$ cat config.mk
export PLATFORM = sky130hd
export DESIGN_NAME = percent_escape_decoder_unit
export DESIGN_NICKNAME = d
export VERILOG_FILES = /design/src/rtl/ped_pkg.sv /design/src/rtl/percent_escape_decoder_unit.sv
export SDC_FILE = /design/constraint.sdc
export NUM_CORES = 1
export LEC_CHECK = 0
export ABC_AREA = 1
export BUFFER_PORTS_ARGS = -buffer_cell sky130_fd_sc_hd__buf_2
export CORE_MARGIN = 5
export CORE_UTILIZATION = 25
export DETAILED_ROUTE_END_ITERATION = 10
export GPL_ROUTABILITY_DRIVEN = 0
export HOLD_SLACK_MARGIN = 0.05
export PLACE_DENSITY = 0.41
export SLEW_MARGIN = 40
export SYNTH_ARGS = -nofsm -noshare
export SYNTH_HDL_FRONTEND = slang
export SYNTH_SLANG_ARGS = --single-unit
$ cat constraint.sdc
create_clock -name clk -period 5.2 [get_ports clk]
set_input_delay 1.04 -clock clk [delete_from_list [all_inputs] [get_ports clk]]
set_output_delay 1.04 -clock clk [all_outputs]
set_load 0.005 [all_outputs]
$ cat src/rtl/ped_pkg.sv
// ped_pkg: shared constants, types and hex-digit helper for the percent
// escape decoder. No dependencies.
package ped_pkg;

  localparam int unsigned CharW = 8;

  // Escape tracking phase codes
  localparam logic [1:0] PH_IDLE  = 2'd0;  // no escape pending
  localparam logic [1:0] PH_PCT   = 2'd1;  // '%' seen
  localparam logic [1:0] PH_DIGIT = 2'd2;  // '%' and first digit seen

  localparam logic [CharW-1:0] CH_PERCENT = 8'h25;
  localparam logic [CharW-1:0] CH_ZERO    = 8'h30;
  localparam logic [CharW-1:0] CH_NINE    = 8'h39;
  localparam logic [CharW-1:0] CH_UPPER_A = 8'h41;
  localparam logic [CharW-1:0] CH_UPPER_F = 8'h46;
  localparam logic [CharW-1:0] CH_SPACE   = 8'h20;
  localparam logic [CharW-1:0] ALPHA_BIAS = 8'd55;

  typedef struct packed {
    logic       ok;
    logic [3:0] val;
  } hex_nib_t;

  typedef struct packed {
    logic [CharW-1:0] data;
    logic             last;
  } beat_t;

  // Uppercase hex only; val is zero when ok is low.
  function automatic hex_nib_t hex_decode(input logic [CharW-1:0] c);
    hex_nib_t         h;
    logic [CharW-1:0] d;
    h = '0;
    d = '0;
    if (c >= CH_ZERO && c <= CH_NINE) begin
      d     = c - CH_ZERO;
      h.ok  = 1'b1;
      h.val = d[3:0];
    end else if (c >= CH_UPPER_A && c <= CH_UPPER_F) begin
      d     = c - ALPHA_BIAS;
      h.ok  = 1'b1;
      h.val = d[3:0];
    end
    return h;
  endfunction

endpackage

$ cat src/rtl/percent_escape_decoder_unit.sv
// percent_escape_decoder_unit: URL-style percent-escape decoder, one
// character per transfer. Depends on ped_pkg.
//
//  channel | dir | handshake          | payload
//  --------+-----+--------------------+--------------------------------
//  in_     | in  | in_tvalid/tready   | tdata = char[7:0], tlast = last
//  out_    | out | out_tvalid/tready  | tdata = byte[7:0], tlast = last
//
// One character transfer per cycle sustained while the queue has room; a
// character passes the input register, then the two-entry result queue,
// on its way out. A '%' followed by only one character yields two
// results; while the output drains every cycle the queue absorbs them with
// no input stall. With out_tready low the queue fills and the input holds
// until there is room. Reset (rst_n low, synchronous) clears the valid
// flags, queue count, escape phase and partial byte.
module percent_escape_decoder_unit (
  input  logic       clk,
  input  logic       rst_n,
  input  logic       in_tvalid,
  output logic       in_tready,
  input  logic [7:0] in_tdata,   // [7:0] in_char
  input  logic       in_tlast,
  output logic       out_tvalid,
  input  logic       out_tready,
  output logic [7:0] out_tdata,  // [7:0] out_byte
  output logic       out_tlast
);

  // Input register
  logic                       in_vld_r;
  logic [ped_pkg::CharW-1:0]  in_char_r;
  logic                       in_last_r;

  // Escape state
  logic [1:0]                 phase_r, phase_nxt;
  logic [ped_pkg::CharW-1:0]  partial_r, partial_nxt;

  // Result queue, two entries, head in q0
  ped_pkg::beat_t             q0_r, q0_nxt, q1_r, q1_nxt;
  logic [1:0]                 cnt_r, cnt_nxt;

  // Decode results for the registered character
  ped_pkg::beat_t             res0, res1;
  logic [1:0]                 n_res;
  ped_pkg::hex_nib_t          hex;

  logic                       pop, consume;
  logic [1:0]                 sh_cnt;
  logic [2:0]                 fill;

  assign hex = ped_pkg::hex_decode(in_char_r);

  // Single-pass escape decode
  always_comb begin
    res0        = '{data: in_char_r, last: in_last_r};
    res1        = '{data: in_char_r, last: 1'b1};
    n_res       = 2'd1;
    phase_nxt   = ped_pkg::PH_IDLE;
    partial_nxt = partial_r;
    unique case (phase_r)
      ped_pkg::PH_PCT: begin
        if (in_last_r) begin
          // percent with a single trailing character: flush both
          res0  = '{data: ped_pkg::CH_PERCENT, last: 1'b0};
          n_res = 2'd2;
        end else begin
          n_res       = 2'd0;
          phase_nxt   = ped_pkg::PH_DIGIT;
          partial_nxt = hex.ok ? {hex.val, 4'h0} : ped_pkg::CH_SPACE;
        end
      end
      ped_pkg::PH_DIGIT: begin
        res0        = '{data: partial_r | {4'h0, hex.val}, last: in_last_r};
        partial_nxt = '0;
      end
      default: begin
        // idle (and the unused code): open an escape unless string ends here
        if (in_char_r == ped_pkg::CH_PERCENT && !in_last_r) begin
          n_res     = 2'd0;
          phase_nxt = ped_pkg::PH_PCT;
        end
      end
    endcase
  end

  // Queue room check and update
  assign pop     = out_tvalid && out_tready;
  assign sh_cnt  = cnt_r - {1'b0, pop};
  assign fill    = {1'b0, sh_cnt} + {1'b0, n_res};
  assign consume = in_vld_r && (fill <= 3'd2);
  assign in_tready = !in_vld_r || consume;

  always_comb begin
    q0_nxt  = pop ? q1_r : q0_r;
    q1_nxt  = q1_r;
    cnt_nxt = sh_cnt;
    if (consume) begin
      cnt_nxt = fill[1:0];
      if (n_res != 2'd0) begin
        if (sh_cnt == 2'd0) begin
          q0_nxt = res0;
          q1_nxt = res1;
        end else begin
          q1_nxt = res0;
        end
      end
    end
  end

  always_ff @(posedge clk) begin
    if (!rst_n) begin
      in_vld_r  <= 1'b0;
      cnt_r     <= 2'd0;
      phase_r   <= ped_pkg::PH_IDLE;
      partial_r <= '0;
    end else begin
      if (in_tready) begin
        in_vld_r <= in_tvalid;
      end
      cnt_r <= cnt_nxt;
      if (consume) begin
        phase_r   <= phase_nxt;
        partial_r <= partial_nxt;
      end
    end
  end

  always_ff @(posedge clk) begin
    if (in_tready && in_tvalid) begin
      in_char_r <= in_tdata;
      in_last_r <= in_tlast;
    end
    q0_r <= q0_nxt;
    q1_r <= q1_nxt;
  end

  assign out_tvalid = (cnt_r != 2'd0);
  assign out_tdata  = q0_r.data;
  assign out_tlast  = q0_r.last;

`ifndef SYNTHESIS
  a_cnt_bound: assert property (@(posedge clk) disable iff (!rst_n)
    cnt_r <= 2'd2)
    else $error("result queue overfilled");

  a_phase_legal: assert property (@(posedge clk) disable iff (!rst_n)
    phase_r != 2'd3)
    else $error("unused escape phase reached");

  a_last_idle: assert property (@(posedge clk) disable iff (!rst_n)
    consume && in_last_r |=> phase_r == ped_pkg::PH_IDLE)
    else $error("escape left pending at end of string");

  a_pair_room: assert property (@(posedge clk) disable iff (!rst_n)
    consume && n_res == 2'd2 |-> sh_cnt == 2'd0)
    else $error("two results taken without room");

  a_no_drop: assert property (@(posedge clk) disable iff (!rst_n)
    in_vld_r && !consume |=> in_vld_r && $stable(in_char_r))
    else $error("held character lost");
`endif

endmodule

==> impl_metrics.toml <==
[synthesis]
ys_ff_latch = 36
synth_nets = 260
synthArstFlopShare = 0
syn_avg_cell_area_sq_um = 7.98
ys_types = 27
ys.flop_type = "edfxtp_1"
syn_area_sq_um = 1910
synth_cells = 239
synth_edf_count = 18
ys_seq_area_frac = 0.472
ys_warn_count = 0

[floorplanning]
num_rows = 31
die_area_sq_um = 9470
ios = 24
die_y_um = 97.3
coreArea_sq_um = 7330
start_util = 0.260
dieWidth_um = 97.3

[finish]
drive_above_1_share = 0.179
fin_nets = 288
fin_area_sq_um = 2230
fill_cells = 809
areaGrowthSynthToFinish_pct = 17.1
antenna_cells = 0

[setup_path]
crit_fanout = 10
crit_arrival_ns = 2.95
worstSetupPathType = "primary input to primary output"
critical_path_required_ns = 4.16
start_kind = "primary input"
cp-end-kind = "primary output"

[flow_run]
drv_cap = 0

[power_and_ir_drop]
vdd_ir_drop_max_mv = 0.172
p_leak_nw = 1.04
power_density_nw_per_um2 = 602
power.total_mw = 1.34

[route]
viasPerCell = 4.05
num_vias = 1487
drtIter0Drc = 42
wl_um = 4030
wl_per_cell_um = 11.0
ant_nets = 0
drt_pass1_iterations = 4
drcViolationCount = 0

[min_path]
hold_class = "flip-flop to flip-flop"

[timing]
fin_crit_sh = 0.768
setup_tns_ns = 0
max_slew_margin = 0.506
worstMarginPinSlew_ns = 0.738
min_period_ns = 3.99
setup_viol = 0
hold_viol = 0
rsz0062_at_grt = "no"
fin_skew_ns = 0.00251
report.final.slew_viol_count = 0
worst_slack_ns = 1.21
fmax_ghz = 0.251
holdWs_ns = 0.471

[cts]
clk_latency_ns = 0.29
cts_root_buf = "clkbuf_8"
ctsHoldBuffers = 0
h-tree-depth = 2
cts.sinks = 36
clkTransAtPathRegs_ns = 0.08
cts_buffers = 5
ctsLongestPathBuffers = 2
post_cts_buffers = 0
cts_tree = "yes"
ctsResizeCount = 0

[global_route]
grt_pass1_wl_um = 7070
track_usage = 0.0921
grt_pass1_vias = 1531
overflow = 0
antenna_found_initial = 0
grt_max_degree = 16

[placed_design]
dpl_worst_slack_ns = 1.19
dp_hpwl_um = 3250
postPlaceCellArea_sq_um = 2120
io_buffers = 23

[run_status]
status = "finished clean"
==> routing by layer <==
layer | vias up | wire length (um) | global-route usage | part of all wire
met5 | - | 0 | 0 | 0
met4 | 0 | 60 | 0.0351 | 0.015
met3 | 5 | 163 | 0.0294 | 0.040
met2 | 26 | 1780 | 0.149 | 0.44
met1 | 632 | 2020 | 0.114 | 0.50
li1 | 824 | - | - | -
==> per-stage QoR <==
step | utilization | instances
2_1_floorplan | - | 239
3_3_place_gp | 0.289 | 359
3_5_place_dp | 0.289 | 359
4_1_cts | 0.304 | 367
5_1_grt | 0.304 | 367
6_report | 0.304 | 367
==> report_power, final <==
part	switching [mW]	internal, mW	total, mW
clock	0.107	0.142	0.249
sequential	0.0521	0.432	0.484
combinational	0.394	0.217	0.611
==> cell families after synthesis <==
kind of cell | synth area share
adder cells (fa/ha/maj) | 0.0564
flip-flops | 0.472
AND/OR/NAND/NOR | 0.279
AO/OA/AOI/OAI | 0.105
buffers and inverters | 0.0781
XOR/XNOR | 0.00919
==> flip-flops by register name (all words and copies together), names as in the netlist <==
register,cells
cnt_r,2
in_char_r,8
in_last_r,1
in_vld_r,1
out_tdata,8
out_tlast,1
partial_r,4
phase_r,2
q1_r,9
==> path summary, 6_finish.rpt <==
check | start | endpoint | slack [ns] | cells after the start
worst max-delay path | out_tready | in_tready | 1.21 | 12
worst min-delay path | partial_r[6] | partial_r[6] | 0.47 | 2
worst max register to register | cnt_r[0] | q1_r[5] | 2.01 | 13
worst min register to register | partial_r[6] | partial_r[6] | 0.47 | 2
==> cell type report <==
class | instances | area (sq um) | area share
clock buffers | 5 | 68.8 | 0.0308
clock inverters | 3 | 42.5 | 0.0191
inverters | 33 | 124 | 0.0555
multi-input cells | 168 | 857 | 0.384
flip-flops and latches | 36 | 901 | 0.404
well taps | 99 | 124 | 0.0555
repair buffers | 23 | 115 | 0.0516
==> synth_stat cells, types with 2 or more instances <==
cell	number	area [sq um]
dfxtp_1	18	360
o21ai_2	5	43.8
nand2_1	94	353
nor2_2	2	12.5
a21oi_1	11	55.1
ha_1	7	87.6
edfxtp_1	18	541
inv_1	31	116
nor2_1	7	26.3
xor2_1	2	17.5
o21ai_0	9	45.0
or2_2	2	12.5
nand2_2	3	18.8
a22oi_1	3	22.5
inv_2	2	7.51
nand3_1	14	70.1
==> layout by cell type (no fill, tap or decap), types with 5 or more instances in the layout <==
cell,count
dfxtp_1,18
o21ai_2,5
nor2_1,7
o21ai_0,9
inv_1,31
ha_1,7
nand2_1,94
a21oi_1,11
edfxtp_1,18
clkbuf_8,5
nand3_1,14
buf_2,23
==> critical path: stages <==
cell      delay (ns)
buf_2           0.10
nand2_2         0.16
inv_2           0.12
ha_1            0.21
xor2_1          0.25
inv_1           0.11
fa_1            0.53
inv_1           0.05
a21boi_2        0.14
nor2_1          0.07
inv_1           0.06
buf_2           0.11
Power figures use the tool's default switching activity.
